==> src/design/assert_macros.svh <==
// Assertion helpers shared by the design files.
// Every check is sampled on the rising edge of clk and is switched off during reset.
`ifndef ASSERT_MACROS_SVH
`define ASSERT_MACROS_SVH

// A concurrent check that reports through $error when it fails.
`define CHK_PROP(label, prop, msg) \
  label: assert property (@(posedge clk) disable iff (rst) (prop)) else $error(msg);

// A same-cycle implication: whenever cond holds, expr must hold too.
`define CHK_IMPL(label, cond, expr, msg) \
  label: assert property (@(posedge clk) disable iff (rst) (cond) |-> (expr)) else $error(msg);

`endif

==> src/design/nsrb_pkg.sv <==
`timescale 1ns / 1ps
// ----------------------------------------------------------------------------
// nsrb_pkg
// Types, constants and the division step function for the NTP response builder.
// ----------------------------------------------------------------------------
package nsrb_pkg;

  localparam logic [15:0] MIN_PACKET_BYTES = 16'd48;
  localparam logic [2:0]  MODE_CLIENT      = 3'd3;
  localparam logic [2:0]  MODE_SERVER      = 3'd4;
  localparam logic [2:0]  VER_MIN          = 3'd3;
  localparam logic [2:0]  VER_MAX          = 3'd4;
  localparam logic [1:0]  LEAP_ALARM       = 2'd3;
  localparam logic [31:0] UNIX_TO_NTP_SECONDS = 32'd2208988800;
  localparam logic [20:0] MAX_DISPERSION   = 21'd1048576;
  localparam logic [20:0] DISP_FLOOR       = 21'd2;
  localparam logic [19:0] DISP_DIVISOR     = 20'd1017033;
  // ceil(2^51 / DISP_DIVISOR): a 31-bit value times this, shifted right by 51,
  // gives the exact quotient by DISP_DIVISOR.
  localparam logic [31:0] DISP_RECIP       = 32'd2214087266;

  // Dividend bits consumed per pipeline stage, and the number of stages.
  localparam int STEPS_PER_STAGE = 4;
  localparam int DIV_STAGES      = 24;

  // Time lane: the 96-bit dividend is {0, elapsed, 32 zero bits}, so the
  // low 64 quotient bits are the whole seconds and the fraction together.
  typedef struct packed {
    logic [95:0] dvd;
    logic [31:0] rem;
    logic [63:0] quo;
  } lane_t;

  typedef struct packed {
    logic [7:0]  flags;
    logic        synced;
    logic [7:0]  poll;
    logic [63:0] orig;
    logic [31:0] epoch;
    logic [31:0] divisor;
    lane_t       rx;
    lane_t       tx;
    logic [30:0] since;
  } pipe_t;

  function automatic lane_t lane_step(input lane_t l, input logic [31:0] d);
    logic [32:0] t;
    lane_t       r;
    r     = l;
    t     = {r.rem, r.dvd[95]};
    r.dvd = {r.dvd[94:0], 1'b0};
    if (t >= {1'b0, d}) begin
      t     = t - {1'b0, d};
      r.quo = {r.quo[62:0], 1'b1};
    end else begin
      r.quo = {r.quo[62:0], 1'b0};
    end
    r.rem = t[31:0];
    return r;
  endfunction

endpackage

==> src/design/nsrb_div_stage.sv <==
`timescale 1ns / 1ps
// ----------------------------------------------------------------------------
// nsrb_div_stage
// One register stage of the restoring dividers: four quotient bits each for the
// receive lane and the transmit lane.
// ----------------------------------------------------------------------------
module nsrb_div_stage (
  input  logic            clk,
  input  logic            rst,
  input  logic            en,
  input  logic            prev_valid,
  input  nsrb_pkg::pipe_t prev,
  output logic            valid,
  output nsrb_pkg::pipe_t data
);

  nsrb_pkg::pipe_t data_next;

  always_comb begin
    data_next = prev;
    for (int i = 0; i < nsrb_pkg::STEPS_PER_STAGE; i++) begin
      data_next.rx   = nsrb_pkg::lane_step(data_next.rx, prev.divisor);
      data_next.tx   = nsrb_pkg::lane_step(data_next.tx, prev.divisor);
    end
  end

  always_ff @(posedge clk) begin
    if (rst) begin
      valid <= 1'b0;
    end else if (en) begin
      valid <= prev_valid;
    end
  end

  always_ff @(posedge clk) begin
    if (en) begin
      data <= data_next;
    end
  end

endmodule
==> config.mk <==
export PLATFORM = sky130hd
export DESIGN_NAME = nsrb_div_stage
export DESIGN_NICKNAME = d
export VERILOG_FILES = /design/src/design/assert_macros.svh /design/src/design/nsrb_pkg.sv /design/src/design/nsrb_div_stage.sv
export SDC_FILE = /design/constraint.sdc
export NUM_CORES = 1
export LEC_CHECK = 0
export ABC_AREA = 1
export BUFFER_PORTS_ARGS = -buffer_cell sky130_fd_sc_hd__buf_4
export CAP_MARGIN = 20
export CORE_AREA = 5 5 429 431
export DETAILED_ROUTE_END_ITERATION = 10
export DIE_AREA = 0 0 434 436
export GPL_ROUTABILITY_DRIVEN = 1
export GPL_TIMING_DRIVEN = 0
export PLACE_DENSITY_LB_ADDON = 0.12
export SLEW_MARGIN = 40
export SYNTH_ARGS = -nofsm -noshare
export SYNTH_HDL_FRONTEND = slang
export SYNTH_SLANG_ARGS = --single-unit
==> constraint.sdc <==
create_clock -name clk -period 14.1 [get_ports clk]
set_input_delay 0.705 -clock clk [delete_from_list [all_inputs] [get_ports clk]]
set_output_delay 0.705 -clock clk [all_outputs]
set_load 0.01 [all_outputs]
Word-level counts from Yosys, hierarchy flattened
Index checks and enable logic that the tools add are counted.
W data, S select, Z words.
{"block": "word_totals", "regBits": 553, "input_bits": 564, "output_inout_bits": 561, "wordCells": 46}
{"block": "op_classes", "n_addsub": 8, "magnitude_cmp": 8, "n_mux": 16}
{"op": "$ge A33 B32 Y1", "n": 8}
{"op": "$mux W32", "n": 8}
{"op": "$sub A32 B32 Y32", "n": 8}
{"op": "$mux W1", "n": 8}

Depth between registers and ports, before layout
{"block": "logic_depth", "depth_word": 8, "ltp_mapped": 65, "depth_no_buf": 61}

Least setup slack after synthesis
Ideal clock, no wire load.
{"block": "synth_timing", "path_kind": "input-to-reg", "startpoint": "input port prev[443] (netlist name)", "endpoint": "register data[117] (netlist name) (data pin)", "t_arrival_ns": 7.897, "required_time_ns": 13.848, "setup_slack_ns": 5.951, "path_stages": 55, "n_path_buf": 4, "path_cell_list": "inv_1 ha_1 a21oi_1 nand2_1 nand2_1 nand2_1 a21oi_2 nand4_2 inv_2 buf_4 buf_2 nand2_1 o21ai_1 ha_1 nand2_1 nand2_1 o21ba_2 nand2_1 [19 not listed] nand2_4 buf_4 nand2_1 o21ai_0 fa_1 nand3_1 nand3_1 a21oi_1 o21ai_0 a21boi_0 o21ai_0 nand2_1 nand2_1 nand3_1 nand2_1 xor2_1 nand2_1 nand2_1"}
{"element": "start: declaration", "line": "nsrb_div_stage.sv:12", "text": "input nsrb_pkg::pipe_t prev,"}
{"element": "end signal: assignment", "line": "nsrb_div_stage.sv:37", "text": "data <= data_next;"}
{"element": "end: declaration", "line": "nsrb_div_stage.sv:14", "text": "output nsrb_pkg::pipe_t data"}

==> run_summary.xml <==
<?xml version="1.0" encoding="UTF-8"?>
<metrics>
  <group name="timing">
    <metric name="skew" unit="ns">0</metric>
    <metric name="unrepaired_setup_endpoints_after_global_routing" unit="">false</metric>
    <metric name="maxSlewHeadroom" unit="%">41.1</metric>
    <metric name="final.min_clock_period" unit="ns">11.95</metric>
    <metric name="final_max_slew_viol_count" unit="">0</metric>
    <metric name="layout_worst_path_cycle_share" unit="%">84.8</metric>
    <metric name="timing_worst_slew_pin_value" unit="ns">0.883</metric>
    <metric name="timing.final.setup_violations" unit="">0</metric>
    <metric name="setup_total_negative_slack" unit="ns">0</metric>
    <metric name="peak_freq" unit="MHz">83.7</metric>
    <metric name="final_hold_viol_count" unit="">0</metric>
  </group>
  <group name="worst_setup_path">
    <metric name="setup.worst_path.end" unit="">data[316]</metric>
    <metric name="worstPathArrival" unit="ns">12.39</metric>
    <metric name="r2r-end" unit="">valid</metric>
    <metric name="cpMostUsedCell" unit="">nand2_1</metric>
    <metric name="rr_startpoint" unit="">valid</metric>
    <metric name="worst-setup-path-type" unit="">in2reg</metric>
    <metric name="worstSetupStartpoint" unit="">prev[419]</metric>
    <metric name="crit_path_end_kind" unit="">register</metric>
    <metric name="r2r_cells" unit="">2</metric>
    <metric name="critPathMaxFanout" unit="">10</metric>
    <metric name="worst_ep_required_time" unit="ns">14.54</metric>
    <metric name="start_kind" unit="">primary input</metric>
    <metric name="standard_cell_with_the_maximum_stage_delay_on_the_critical_path" unit="">inv_1</metric>
    <metric name="r2r_setup_slack" unit="ns">13.51</metric>
    <metric name="crit_path_max_incr_delay" unit="ns">0.63</metric>
  </group>
  <group name="synthesis">
    <metric name="synthTopCellsByArea" unit="">edfxtp_1 47%, nand2_1 12%, ha_1 9.1%</metric>
    <metric name="post_synth_instance_area" unit="mm²">0.0351</metric>
    <metric name="ys_types" unit="">62</metric>
    <metric name="synth-main-ff-cell" unit="">edfxtp_1</metric>
    <metric name="yosys_warnings" unit="">0</metric>
    <metric name="yosys_register_bits" unit="">553</metric>
    <metric name="synth_top_area_share" unit="%">47.2</metric>
    <metric name="synth_top_cell_by_area" unit="">edfxtp_1</metric>
    <metric name="post_synth.cell_area_avg" unit="µm²">8.74</metric>
    <metric name="seq_area_frac_synth" unit="%">47.3</metric>
    <metric name="synth_edf_count" unit="">552</metric>
    <metric name="postSynthCellCount" unit="">4016</metric>
    <metric name="synth_async_sr_flop_share" unit="%">0</metric>
  </group>
  <group name="routing">
    <metric name="met2WireLength" unit="µm">121000</metric>
    <metric name="wirelength_met1" unit="µm">115000</metric>
    <metric name="detail_route.vias_per_cell" unit="">4.63</metric>
    <metric name="detailroute.via_count" unit="">35500</metric>
    <metric name="ant_nets" unit="">0</metric>
    <metric name="remaining_drc_errors" unit="">0</metric>
    <metric name="drt_pass1_iterations" unit="">8</metric>
    <metric name="met3_length" unit="µm">16300</metric>
    <metric name="top_layer_used" unit="">met5</metric>
    <metric name="drt-total-wl" unit="µm">262000</metric>
    <metric name="wl_per_cell" unit="µm">34.1</metric>
    <metric name="drt_iter0_drc" unit="">3062</metric>
  </group>
  <group name="clock_tree">
    <metric name="clockBufferDepth" unit="">3</metric>
    <metric name="clk_transition_reported_paths" unit="ns">0.09</metric>
    <metric name="cts_resized" unit="">0</metric>
    <metric name="num_cts_buffers" unit="">75</metric>
    <metric name="cts_root_buffer" unit="">clkbuf_16</metric>
    <metric name="postCtsSetupBuffers" unit="">0</metric>
    <metric name="cts_hold_buf" unit="">0</metric>
    <metric name="clk_latency" unit="ns">0.69</metric>
    <metric name="cts_htree_levels" unit="">3</metric>
    <metric name="cts.sinks" unit="">553</metric>
    <metric name="tritoncts_clock_tree" unit="">built</metric>
  </group>
  <group name="power_and_ir_drop">
    <metric name="power_density_normalized_to_cell_area" unit="mW/mm²">230</metric>
    <metric name="power.ir.vdd_worst" unit="µV">124</metric>
    <metric name="power.static_leakage" unit="nW">22.1</metric>
  </group>
  <group name="global_route">
    <metric name="grt_max_degree" unit="">95</metric>
    <metric name="grt_util_all_layers" unit="%">26.5</metric>
    <metric name="number_of_antenna_violations_at_the_first_check_in_global_routing" unit="">149</metric>
    <metric name="grt_pass1_vias" unit="">33800</metric>
    <metric name="grt_ovf" unit="">0</metric>
    <metric name="grt_first_pass_wirelength" unit="µm">332000</metric>
  </group>
  <group name="cells_and_area">
    <metric name="final_core_utilization" unit="%">27.3</metric>
    <metric name="drive_above_1_share" unit="%">26.5</metric>
    <metric name="final_common_cell" unit="">nand2_1</metric>
    <metric name="nets" unit="">6042</metric>
    <metric name="synthToLayoutAreaGrowth" unit="%">40.0</metric>
    <metric name="postLayoutCellArea" unit="mm²">0.0491</metric>
    <metric name="final_cell_mix" unit="">1160 x nand2_1, 1136 x buf_4, 552 x edfxtp_1</metric>
  </group>
  <group name="run_status">
    <metric name="run_status" unit="">finished, final reports clean</metric>
  </group>
  <group name="placed_design">
    <metric name="placed_cell_area" unit="mm²">0.0466</metric>
    <metric name="gp_congestion" unit="">0.955</metric>
    <metric name="port-buffer-count" unit="">1108</metric>
    <metric name="dpl.hpwl" unit="µm">227000</metric>
  </group>
  <group name="floorplan">
    <metric name="floorplan.initialDensity" unit="%">19.5</metric>
    <metric name="fp.coreArea" unit="mm²">0.180</metric>
    <metric name="die-width" unit="µm">434</metric>
    <metric name="fp.dieArea" unit="mm²">0.189</metric>
    <metric name="std_cell_rows" unit="">156</metric>
    <metric name="ioPinCount" unit="">1125</metric>
    <metric name="die_h" unit="µm">436</metric>
  </group>
  <group name="flow_run">
    <metric name="timing.max_cap.violations" unit="">0</metric>
  </group>
  <group name="hold_path">
    <metric name="hold_class" unit="">in2reg</metric>
  </group>
</metrics>
-- routing by layer --
layer | vias up | GRT usage, %
met3 | 379 | 5.14
met1 | 17400 | 35.0
li1 | 16200 | -
met2 | 1469 | 44.1
met4 | 6 | 7.48
met5 | - | 0
-- flip-flops by register name, indices dropped and copies added, names as in the netlist --
| signal | cells |
|---|---|
| valid | 1 |
| data | 552 |
-- Yosys cell counts (4+ instances only) --
cell and n:
nand2_1 1160, edfxtp_1 552, inv_1 400, nor2_1 319
a21oi_1 289, ha_1 256, nand3_1 232, o21ai_0 168
xor2_1 114, xnor2_1 83, nand4_1 43, nor3_1 40
o21ai_1 31, buf_2 30, buf_4 29, o21bai_1 24
or2_2 22, nor4_1 20, a31oi_1 18, a21o_1 17
a21oi_2 15, o21a_1 14, inv_2 13, nor2_2 13
a21boi_0 12, o211ai_1 10, a221oi_1 9, fa_1 8
nand3_2 8, nand3b_1 8, and3_1 6, o21ai_2 5
nand2_2 4
-- final cells by class --
class / count / area (µm²)
fill: 19600 / 131000
buffer: 62 / 379
inverter: 415 / 1560
tap: 2370 / 2970
sequential: 553 / 16600
multi-input combinational: 2993 / 16600
clock buffer: 91 / 1940
clock inverter: 46 / 529
antenna: 25 / 62.6
timing repair buffer: 1114 / 8500
-- kinds of logic after synthesis --
family	Yosys count	share of synthesized area, %
xor gates and xnor gates	197	4.92
DFF	553	47.3
muxes	1	0.0285
and+or+nand+nor	1888	22.4
other	1	0.0107
buffers and inverters	477	5.53
adders and majority gates	264	9.59
AOI/OAI and AO/OA	635	10.2
-- metrics by stage --
stage	power, mW	hold WS (ns)	worst slack [ns]	std cells
after global routing	12.0	0.109	1.71	7654
after floorplan	6.39	0.528	5.95	4023
final	11.3	0.151	2.15	7669
after detailed placement	9.26	0.502	1.53	7507
after CTS	11.3	0.0601	2.29	7644
after global placement	9.30	0.476	1.16	7501
-- worst min-delay path by stage --
stage	from	to	slack (ns)	cells after the start
after global routing	prev[68]	data[72]	0.11	1
after global placement	valid	valid	0.48	2
after detailed placement	valid	valid	0.50	2
after floorplan	valid	valid	0.53	2
final	prev[68]	data[72]	0.15	1
after CTS	prev[68]	data[72]	0.06	1
-- report_power, final --
part	internal [mW]	switching (mW)
registers	2.23	0.0930
logic	2.18	4.80
clock network	1.12	0.856
-- critical path: cells and delay by family --
kind	cells	cell delay, ns
and+or+nand+nor	31	4.38
adders and majority gates	4	1.58
AOI/OAI and AO/OA	11	3.32
buffers and inverters	9	2.31
No activity file was read; power rests on OpenSTA's default activity.
