==> src/design/assert_macros.svh <==
// Assertion helpers shared by the design files.
// Every check is sampled on the rising edge of clk and is switched off during reset.
`ifndef ASSERT_MACROS_SVH
`define ASSERT_MACROS_SVH

// A concurrent check that reports through $error when it fails.
`define CHK_PROP(label, prop, msg) \
  label: assert property (@(posedge clk) disable iff (rst) (prop)) else $error(msg);

// A same-cycle implication: whenever cond holds, expr must hold too.
`define CHK_IMPL(label, cond, expr, msg) \
  label: assert property (@(posedge clk) disable iff (rst) (cond) |-> (expr)) else $error(msg);

`endif

==> src/design/nsrb_pkg.sv <==
`timescale 1ns / 1ps
// ----------------------------------------------------------------------------
// nsrb_pkg
// Types, constants and the division step function for the NTP response builder.
// ----------------------------------------------------------------------------
package nsrb_pkg;

  localparam logic [15:0] MIN_PACKET_BYTES = 16'd48;
  localparam logic [2:0]  MODE_CLIENT      = 3'd3;
  localparam logic [2:0]  MODE_SERVER      = 3'd4;
  localparam logic [2:0]  VER_MIN          = 3'd3;
  localparam logic [2:0]  VER_MAX          = 3'd4;
  localparam logic [1:0]  LEAP_ALARM       = 2'd3;
  localparam logic [31:0] UNIX_TO_NTP_SECONDS = 32'd2208988800;
  localparam logic [20:0] MAX_DISPERSION   = 21'd1048576;
  localparam logic [20:0] DISP_FLOOR       = 21'd2;
  localparam logic [19:0] DISP_DIVISOR     = 20'd1017033;
  // ceil(2^51 / DISP_DIVISOR): a 31-bit value times this, shifted right by 51,
  // gives the exact quotient by DISP_DIVISOR.
  localparam logic [31:0] DISP_RECIP       = 32'd2214087266;

  // Dividend bits consumed per pipeline stage, and the number of stages.
  localparam int STEPS_PER_STAGE = 4;
  localparam int DIV_STAGES      = 24;

  // Time lane: the 96-bit dividend is {0, elapsed, 32 zero bits}, so the
  // low 64 quotient bits are the whole seconds and the fraction together.
  typedef struct packed {
    logic [95:0] dvd;
    logic [31:0] rem;
    logic [63:0] quo;
  } lane_t;

  typedef struct packed {
    logic [7:0]  flags;
    logic        synced;
    logic [7:0]  poll;
    logic [63:0] orig;
    logic [31:0] epoch;
    logic [31:0] divisor;
    lane_t       rx;
    lane_t       tx;
    logic [30:0] since;
  } pipe_t;

  function automatic lane_t lane_step(input lane_t l, input logic [31:0] d);
    logic [32:0] t;
    lane_t       r;
    r     = l;
    t     = {r.rem, r.dvd[95]};
    r.dvd = {r.dvd[94:0], 1'b0};
    if (t >= {1'b0, d}) begin
      t     = t - {1'b0, d};
      r.quo = {r.quo[62:0], 1'b1};
    end else begin
      r.quo = {r.quo[62:0], 1'b0};
    end
    r.rem = t[31:0];
    return r;
  endfunction

endpackage

==> src/design/nsrb_front.sv <==
`timescale 1ns / 1ps
// ----------------------------------------------------------------------------
// nsrb_front
// Request filter and decode stage: checks length and mode, builds the reply
// flags and loads the divider lanes with the elapsed times.
// ----------------------------------------------------------------------------
module nsrb_front (
  input  logic                 clk,
  input  logic                 rst,
  input  logic                 en,
  input  logic                 in_valid,
  input  logic [15:0]          packet_length,
  input  logic [7:0]           request_flags,
  input  logic [7:0]           poll_in,
  input  logic [63:0]          client_transmit_time,
  input  logic [62:0]          receive_time_us,
  input  logic [62:0]          transmit_time_us,
  input  logic [62:0]          pps_time_us,
  input  logic [31:0]          us_per_second,
  input  logic [31:0]          epoch_seconds,
  input  logic                 time_valid,
  input  logic [1:0]           leap_indicator,
  output logic                 valid,
  output nsrb_pkg::pipe_t      data
);

  logic            keep;
  logic [2:0]      ver;
  logic [1:0]      li;
  logic [62:0]     rx_el;
  logic [62:0]     tx_el;
  logic [30:0]     since;
  nsrb_pkg::pipe_t data_next;

  always_comb begin
    keep = (packet_length >= nsrb_pkg::MIN_PACKET_BYTES) &&
           (request_flags[2:0] == nsrb_pkg::MODE_CLIENT);
    ver = request_flags[5:3];
    if (ver < nsrb_pkg::VER_MIN) begin
      ver = nsrb_pkg::VER_MIN;
    end else if (ver > nsrb_pkg::VER_MAX) begin
      ver = nsrb_pkg::VER_MAX;
    end
    li = time_valid ? leap_indicator : nsrb_pkg::LEAP_ALARM;
    // A local time before the PPS edge counts as no time elapsed.
    rx_el = (receive_time_us > pps_time_us) ? (receive_time_us - pps_time_us) : 63'd0;
    tx_el = (transmit_time_us > pps_time_us) ? (transmit_time_us - pps_time_us) : 63'd0;
    since = receive_time_us[30:0] - pps_time_us[30:0];

    data_next.flags   = {li, ver, nsrb_pkg::MODE_SERVER};
    data_next.synced  = time_valid;
    data_next.poll    = poll_in;
    data_next.orig    = client_transmit_time;
    data_next.epoch   = epoch_seconds;
    data_next.divisor = (us_per_second == 32'd0) ? 32'd1 : us_per_second;
    data_next.rx.dvd  = {1'b0, rx_el, 32'd0};
    data_next.rx.rem  = '0;
    data_next.rx.quo  = '0;
    data_next.tx.dvd  = {1'b0, tx_el, 32'd0};
    data_next.tx.rem  = '0;
    data_next.tx.quo  = '0;
    data_next.since   = since;
  end

  always_ff @(posedge clk) begin
    if (rst) begin
      valid <= 1'b0;
    end else if (en) begin
      valid <= in_valid && keep;
    end
  end

  always_ff @(posedge clk) begin
    if (en) begin
      data <= data_next;
    end
  end

endmodule

==> config.mk <==
export PLATFORM = sky130hd
export DESIGN_NAME = nsrb_front
export DESIGN_NICKNAME = d
export VERILOG_FILES = /design/src/design/assert_macros.svh /design/src/design/nsrb_pkg.sv /design/src/design/nsrb_front.sv
export SDC_FILE = /design/constraint.sdc
export NUM_CORES = 1
export LEC_CHECK = 0
export ABC_AREA = 1
export BUFFER_PORTS_ARGS = -buffer_cell sky130_fd_sc_hd__buf_2
export CAP_MARGIN = 20
export CORE_AREA = 2 2 359 361
export DETAILED_ROUTE_END_ITERATION = 8
export DIE_AREA = 0 0 361 363
export HOLD_SLACK_MARGIN = 0.02
export PLACE_DENSITY_LB_ADDON = 0.1
export SLEW_MARGIN = 20
export SYNTH_ARGS = -nofsm -noshare
export SYNTH_HDL_FRONTEND = slang
export SYNTH_SLANG_ARGS = --single-unit
==> constraint.sdc <==
create_clock -name clk -period 3 [get_ports clk]
set_input_delay 0.45 -clock clk [delete_from_list [all_inputs] [get_ports clk]]
set_output_delay 0.45 -clock clk [all_outputs]
set_load 0.05 [all_outputs]
# After elaboration in Yosys (flattened, before gate mapping)

Cells that the tools add are included.
Widths: inputs -> output; s select.

$add $sub $neg: 3
Multiply operators: 0
Divide/modulo/power cells: 0
Magnitude comparators: 5
Equal/unequal tests: 1
Shift operators: 0
Multiplexer cells: 1
Bitwise logic cells: 0
Reductions and logical operators: 3

Operator list:

| cell                | count |
|---|---|
| $gt 63x63->1        | 2 |
| $sub 63x63->63      | 2 |
| $logic_not 32->1    | 1 |
| $sub 31x31->31      | 1 |
| $ge 16x6->1 const B | 1 |
| $eq 3x2->1 const B  | 1 |
| $gt 3x3->1 const B  | 1 |
| $lt 3x2->1 const B  | 1 |
| $mux 3              | 1 |
| $logic_and 1x1->1   | 2 |

Flip-flop bits (word level): 300
Latch bits: 0
Bits in writable memories: 0
Bits in read-only memories: 0
Output and inout bits: 561
Word-level logic and storage cells: 24
Memories kept: 0

# Longest topological paths before layout

Gate-level depths: netlist of the first run.

Depth in word-level cells: 3
Depth in mapped cells: 17
Gate-level depth less buffers: 16

# Worst setup path before layout of the first run

Ideal clock, no wire load.

Kind: input-to-reg
Start: input port pps_time_us[42]
End: register data[186] in the netlist's numbering, data pin
Setup time: 0.252 ns
Arrival time: 1.948 ns
Required time: 2.748 ns
Setup slack: 0.800 ns
Stages: 15
Path buffers: 1
Cell sequence: inv_1 ha_1 nand2_2 inv_1 nand2_1 nand3_1 nand2_1 nand2_1 inv_1 nand2_1 a21oi_1 nand2_4 nand2_8 buf_12 nor2_4

Longest elaborated chain between the ends: 1

RTL lines:

| element              | RTL line         | source |
|---|---|---|
| from (decl)          | nsrb_front.sv:18 | `input logic [62:0] pps_time_us,` |
| $gt 63x63->1         | nsrb_front.sv:47 | `tx_el = (transmit_time_us > pps_time_us) ? (transmit_time_us - pps_time_us) : 63'd0;` |
| to (signal assigned) | nsrb_front.sv:75 | `data <= data_next;` |
| to (decl)            | nsrb_front.sv:24 | `output nsrb_pkg::pipe_t data` |

Every way passes these cells.
A chain may end at the register's enable or synchronous reset.

# Final worst setup path of the first run

Start: input port pps_time_us[42]
End: register data[409] in the netlist's numbering, data pin

Longest elaborated chain between the ends: 1
Elaborated cells between the ends (all ways): 2
Those cells by class: add/sub: 1; order compare: 1

RTL lines:

| element                                        | RTL line         | source |
|---|---|---|
| $sub 63x63->63 or $gt 63x63->1 (tied branches) | nsrb_front.sv:46 | `rx_el = (receive_time_us > pps_time_us) ? (receive_time_us - pps_time_us) : 63'd0;` |

Several ways; a longest one is shown, not always the timed one.

==> impl_results.md, run 1 <==
* Top cells by area, synth: edfxtp_1 (37%), nand2_1 (18%), inv_1 (12%), buf_4 (8.0%), ha_1 (6.4%)
* DR WL/cell at between 15 and 20 um
* Clock sinks at 300
* Fmax at about 0.38 GHz
* Fin cells at around 6000
* Dominant cell type by area after synthesis: edfxtp_1
* First-pass GRT wire length at 162000 um
* Worst Setup Start Kind: primary input
* Boundary pin count at between 900 and 1000
* Max-Cap Viols at 0
* Sequential share of the synthesized area at approximately 37%
* Post-DP HPWL at ~100000 um
* Num CTS Buffers at 41
* Die X at ~360 um
* WS Path Type: in2reg
* Vias in the first global route at ~23000
* Main synth FF type: edfxtp_1
* Antenna violations before repair at 15
* Final GP Congestion at roughly 0.90
* Die height at 363 um
* Final Max Slew Viols at 0
* Relative slew slack at a little under 60%
* Maximum VDD drop at about 0.31 mV
* Via density at approximately 3.9
* Final Hold Viols at 0
* DRC at 0
* CTS tree: done
* Crit. End Element: flip-flop
* Clock buffer depth at 3
* Placed insts at between 5000 and 6000
* Slew @ Worst Pin at 0.619 ns
* Leak at between 15 and 20 nW
* Synth Cell Area at roughly 25000 um^2
* Run status: finished clean
* Final WS setup at approximately 0.37 ns
* Final period utilization at roughly 88%
* Period minus WS final at 2.63 ns
* Synth Register Bits at 300
* Routed WL at ~120000 um
* Final ANT Viol Nets at 0
* H-tree levels at 2
* Setup WS pre-CTS at -0.233 ns
* RSZ-0062 raised after global routing: no
* Synth Warn # at 0
* Root Driver: clkbuf_16
* Mean Syn Cell Area at between 7 and 8 um^2
* Post-route clock skew at 0 ns
* Congestion Overflow GR at 0
* Layout cells sized above 1 at between 20% and 30%
* Row Count at roughly 130
* Clock latency at the later pin of the worst-skew pair at 0.59 ns
* Final Setup Violations at 0
* EDFF count, synth at about 300
* Pre-antenna DRT Iters at 5
* Post-cts sizing count at 0
* Critical Path RT at about 3.4 ns
* PnR Total Power at 0.0170 W
* Port bufs at between 600 and 700
* Nets at between 4000 and 5000
* Via count at 23500
* Power Density at approximately 520 nW/um^2
* Most instantiated cells after synthesis: nand2_1 (1156), inv_1 (755), edfxtp_1 (299), buf_4 (261), nor2_1 (198)
* Reg clk slew, reported paths at around 0.050 ns
* Post-synth ARST share at 0%
* Netlist cell types at 45
* Largest net degree at the start of global routing at slightly below 60
* Synth top area share at a little over a third
* Die ar. at roughly 130000 um^2
* Crit path max fanout at 4
* Area growth syn-to-layout at 33.2%
* DRT iter0 DRCs at 1155
* Cells after synthesis at approximately 3400
* Data arrival, critical path at slightly below 3 ns
* Fill cells at between 10000 and 15000
* Most frequent cell after synthesis: nand2_1
* Initial Util at around a fifth
* Worst min path class: in2reg
* GRT Total Usage at roughly 17%
* Placeable Area at roughly 130000 um^2
[final cells by class]
type | count | area (um^2) | share of cell area (%)
diodes | 3 | 7.51 | 0.0230
multi-input cells | 2311 | 11300 | 34.7
clock buffers | 47 | 1070 | 3.28
clock inverters | 23 | 193 | 0.590
repair buffers | 964 | 6060 | 18.5
well taps | 1662 | 2080 | 6.37
inverters | 778 | 2920 | 8.94
flip-flops and latches | 300 | 9000 | 27.6
[layout by cell type (no fill, tap or decap), drive strengths merged, types with 34 or more instances in the layout]
master | netlist | layout
conb | 2 | 261
nand2 | 1177 | 1177
nand3 | 152 | 152
buf | 274 | 852
xor2 | 35 | 35
ha | 126 | 126
edfxtp | 299 | 299
nor2 | 256 | 256
nor3 | 38 | 38
nand4 | 34 | 34
inv | 774 | 776
clkbuf | 32 | 47
a21oi | 150 | 150
dlygate4sd3 | 0 | 112
[final timing paths]
kind | startpoint | to | slack (ns) | cells past startpoint
hold reg to reg | valid$_SDFFE_PP0P_ | valid$_SDFFE_PP0P_ | 0.47 | 2
setup reg to reg | valid$_SDFFE_PP0P_ | valid$_SDFFE_PP0P_ | 2.43 | 2
setup / recovery | pps_time_us[42] | data[409]$_SDFFCE_PP0P_ | 0.37 | 12
hold / removal | us_per_second[4] | data[419]$_SDFFCE_PN0P_ | 0.07 | 1
[timing repair]
item	CTS	global route
hold buffers	112	0
hold endpoints to repair	112	0
buffers inserted	0	0
[logic make-up (layout without fill, tap and decap cells)]
family | count (synthesis) | in the layout | share of synthesized area [%]
AND/OR/NAND/NOR | 1698 | 1698 | 29.2
buffers and inverters | 1084 | 1812 | 21.1
flip-flops | 300 | 300 | 36.7
AO/OA/AOI/OAI | 163 | 163 | 4.27
adder cells (fa/ha/maj) | 128 | 128 | 6.59
XOR/XNOR | 61 | 61 | 2.18
other | 2 | 264 | 0.0306
[registers in the layout, indices dropped and copies added (netlist names)]
signal / count
valid: 1
data: 299
[metal layers]
metal	wire length (um)	GRT usage, %
met5	0	0
met2	60600	32.8
met3	5940	2.83
met4	3820	5.02
met1	47600	19.9
[report_power, final]
part	total, W	internal [W]	switching, W	leakage, nW
sequential	0.00533	0.00518	0.000153	2.91
clock	0.00481	0.00273	0.00208	0.607
combinational	0.00684	0.00175	0.00510	14.1
[worst max-delay path, cell delays in order]
cell and delay (ns):
buf_2 0.08, inv_1 0.06, ha_1 0.55, nand2_1 0.19, nor2_1 0.31, nand2_1 0.17, nor3_1 0.48, buf_4 0.20
and2_1 0.11, nand2_1 0.16, nand3_1 0.14, a21oi_2 0.06
[metrics by stage]
stage / TNS [ns] / util [%] / cell area, um^2 / hold slack [ns]
floorplan: 0 / - / 25500 / 0.519
global placement: -0.294 / 23.8 / 30300 / 0.459
detailed placement: -0.555 / 23.8 / 30300 / 0.466
CTS: 0 / 25.7 / 32700 / 0.0236
global route: 0 / 25.7 / 32700 / 0.0328
finish: 0 / 25.7 / 32700 / 0.0746
Note: power is estimated with default switching activity, not from simulation.
==> run 2, diff against run 1 <==
==> constraint.sdc (replaced) <==
create_clock -name clk -period 3.3 [get_ports clk]
set_input_delay 0.495 -clock clk [delete_from_list [all_inputs] [get_ports clk]]
set_output_delay 0.495 -clock clk [all_outputs]
set_load 0.05 [all_outputs]
==> impl_results.md, run 2 (synthesized netlist as in run 1, its figures left out) <==
* Final ANT Viol Nets at 0 (unchanged)
* GRT Total Usage at 17.3% (-0.052 points)
* RSZ-0062 raised after global routing: no
* Slew @ Worst Pin at 1.06 ns (+0.440 ns)
* Antenna violations before repair at 21 (+6)
* Die ar. at 131000 um^2 (unchanged)
* Port bufs at 647 (unchanged)
* Postcts setup bufs at 0 (unchanged)
* Fraction of power spent switching nets at 44.0% (+0.84 points)
* CTS tree: done
* Commonest cells after routing, fill and taps aside: nand2_1 (1156), inv_1 (755), buf_2 (646)
* Maximum VDD drop at 0.318 mV (+1.0%)
* Period minus WS final at around 2.5 ns
* CP Launch Point: pps_time_us[5]
* Most flops, register: data
* Root Driver: clkbuf_16
* Boundary pin count at 917 (unchanged)
* Worst min path class: in2reg
* Post-route clock skew at 0 ns (unchanged)
* Sequential Power Share at 31.9% (+0.5 points)
* Relative slew slack at 29.4% (-29 points)
* Via count at 22800 (-2.9%)
* Layout cells sized above 1 at 22.6% (-1.7 points)
* Leak at 16.7 nW (-5.3%)
* Dpl cell area at 29400 um^2 (-3.0%)
* Max-Cap Viols at 0 (unchanged)
* Row Count at 131 (unchanged)
* Largest regs: data: 299 flops, valid: 1 flops
* Area growth syn-to-layout at 26.1%
* Clock latency at the later pin of the worst-skew pair at 0.58 ns (about the same)
* H-tree levels at 2 (unchanged)
* DRT iter0 DRCs at 1076 (-6.8%)
* Comb pwr share at 39.7% (-0.6 points)
* Hold Crit Start: client_transmit_time[30]
* Run status: finished clean
* Power share of the clock group at 28.3% (about the same)
* DR WL/cell at 19.9 um (+2.9%)
* Max FFs per register at 299 (unchanged)
* Largest net degree at the start of global routing at 126 (+120%)
* Num CTS Buffers at 41 (unchanged)
* Final Setup Violations at 0 (unchanged)
* Clock buffer depth at 3 (unchanged)
* Net switching component of the power at 0.00665 W (-9.3%)
* Initial Util at 19.3% (unchanged)
* Reg clk slew, reported paths at 0.06 ns (about the same)
* Fin area at 30900 um^2 (-5.3%)
* Final GP Congestion at 0.913 (+1.5%)
* Reg-to-reg critical path startpoint: valid$_SDFFE_PP0P_
* Worst Setup Start Kind: primary input
* Congestion Overflow GR at 0 (unchanged)
* Fmax at 0.402 GHz
* Die height at 363 um (unchanged)
* Final Hold Viols at 0 (unchanged)
* WS Path Type: in2reg
* Util after Layout at 24.3% (-1.4 points)
* Power Density at 489 nW/um^2 (-6.0%)
* Placeable Area at 127000 um^2 (unchanged)
* Final Max Slew Viols at 0 (unchanged)
* Critical Path RT at 3.76 ns (+0.41 ns)
* DRC at 0 (unchanged)
* Post-DP HPWL at 103000 um (-0.62%)
* Setup TNS at 0 ns (unchanged)
* Data arrival, critical path at 2.95 ns (-0.03 ns)
* Crit path max fanout at 4 (unchanged)
* Crit. End Element: flip-flop
* Via density at 3.87 (+0.40%)
* Internal power at 0.00846 W (-12%)
* First-pass GRT wire length at 160000 um (-0.83%)
* Clock sinks at 300 (unchanged)
* Final period utilization at 75.5%
* Pre-antenna DRT Iters at 5 (unchanged)
* Nets at 4676 (-4.2%)
* PnR Total Power at 0.0151 W (-11%)
* Die X at 361 um (unchanged)
* Routed WL at 117000 um (-0.51%)
* Vias in the first global route at 22500 (-3.3%)
* Commonest non-fill, non-tap cell in the layout: nand2_1
==> run 2: cell types whose count changed in the layout (fill, tap and decap cells not counted), sizes merged <==
cell | previous run | this run
bufinv | 2 | 0
buf | 852 | 729
clkbuf | 47 | 51
clkinv | 20 | 22
diode | 3 | 6
inv | 776 | 775
clkinvlp | 3 | 1
dlygate4sd3 | 112 | 31
==> run 2: final timing paths <==
check | to | slack [ns] | cells past startpoint
setup / recovery | data[381]$_SDFFCE_PP0P_ | 0.81 | 13
setup reg to reg | valid$_SDFFE_PP0P_ | 2.73 | 2
hold / removal | data[509]$_DFFE_PP_ | 0.07 | 1
hold reg to reg | valid$_SDFFE_PP0P_ | 0.47 | 2
==> run 2: cell type report <==
| cell class | count | area, um^2 |
|---|---|---|
| Tap cell | 1662 | 2080 |
| Fill cell | 14500 | 96100 |
| Sequential cell | 300 | 9000 |
| Multi-Input combinational cell | 2311 | 11300 |
| Clock inverter | 20 | 146 |
| Clock buffer | 51 | 1090 |
| Antenna cell | 6 | 15.0 |
| Timing Repair Buffer | 760 | 4340 |
| Inverter | 778 | 2920 |
==> run 2: stage by stage <==
step	hold WS, ns	setup slack [ns]	cells
after floorplan	0.564	1.05	3695
after global placement	0.460	0.177	5780
after detailed placement	0.465	0.172	5780
after CTS	0.0202	0.802	5882
after global routing	0.0293	0.623	5885
final	0.0677	0.810	5888
==> run 2: what timing repair did <==
item	4_1_cts	5_1_grt
endpoints found under the hold margin	31	0
hold buffers	31	0
resized for setup	0	0
==> run 2: metal layers <==
layer	vias to the layer above	wire, um	GRT usage, %	part of all wire, %
met5	-	0	0	0
met4	0	3550	5.00	3.0
met3	135	6340	2.92	5.4
met2	768	60600	32.7	52
met1	10400	46900	19.8	40
li1	11500	-	-	-
==> run 2: power by group through the flow <==
| stage | sequential (W) | combinational, W | clock [W] |
|---|---|---|---|
| floorplan | 0.00634 | 0.00283 | 0 |
| global placement | 0.00492 | 0.00608 | 0 |
| detailed placement | 0.00492 | 0.00606 | 0 |
| CTS | 0.00485 | 0.00610 | 0.00451 |
| global route | 0.00487 | 0.00648 | 0.00463 |
| finish | 0.00483 | 0.00600 | 0.00428 |
==> run 2: worst max-delay path: stages <==
cell	delay (ns)
buf_2	0.07
inv_1	0.11
ha_1	0.39
nand2_1	0.13
nor2_1	0.17
nand2_1	0.07
nand3_1	0.22
nand2_1	0.09
nand2_1	0.23
nand2_1	0.08
nand2_1	0.13
xor2_1	0.52
nor2b_2	0.24
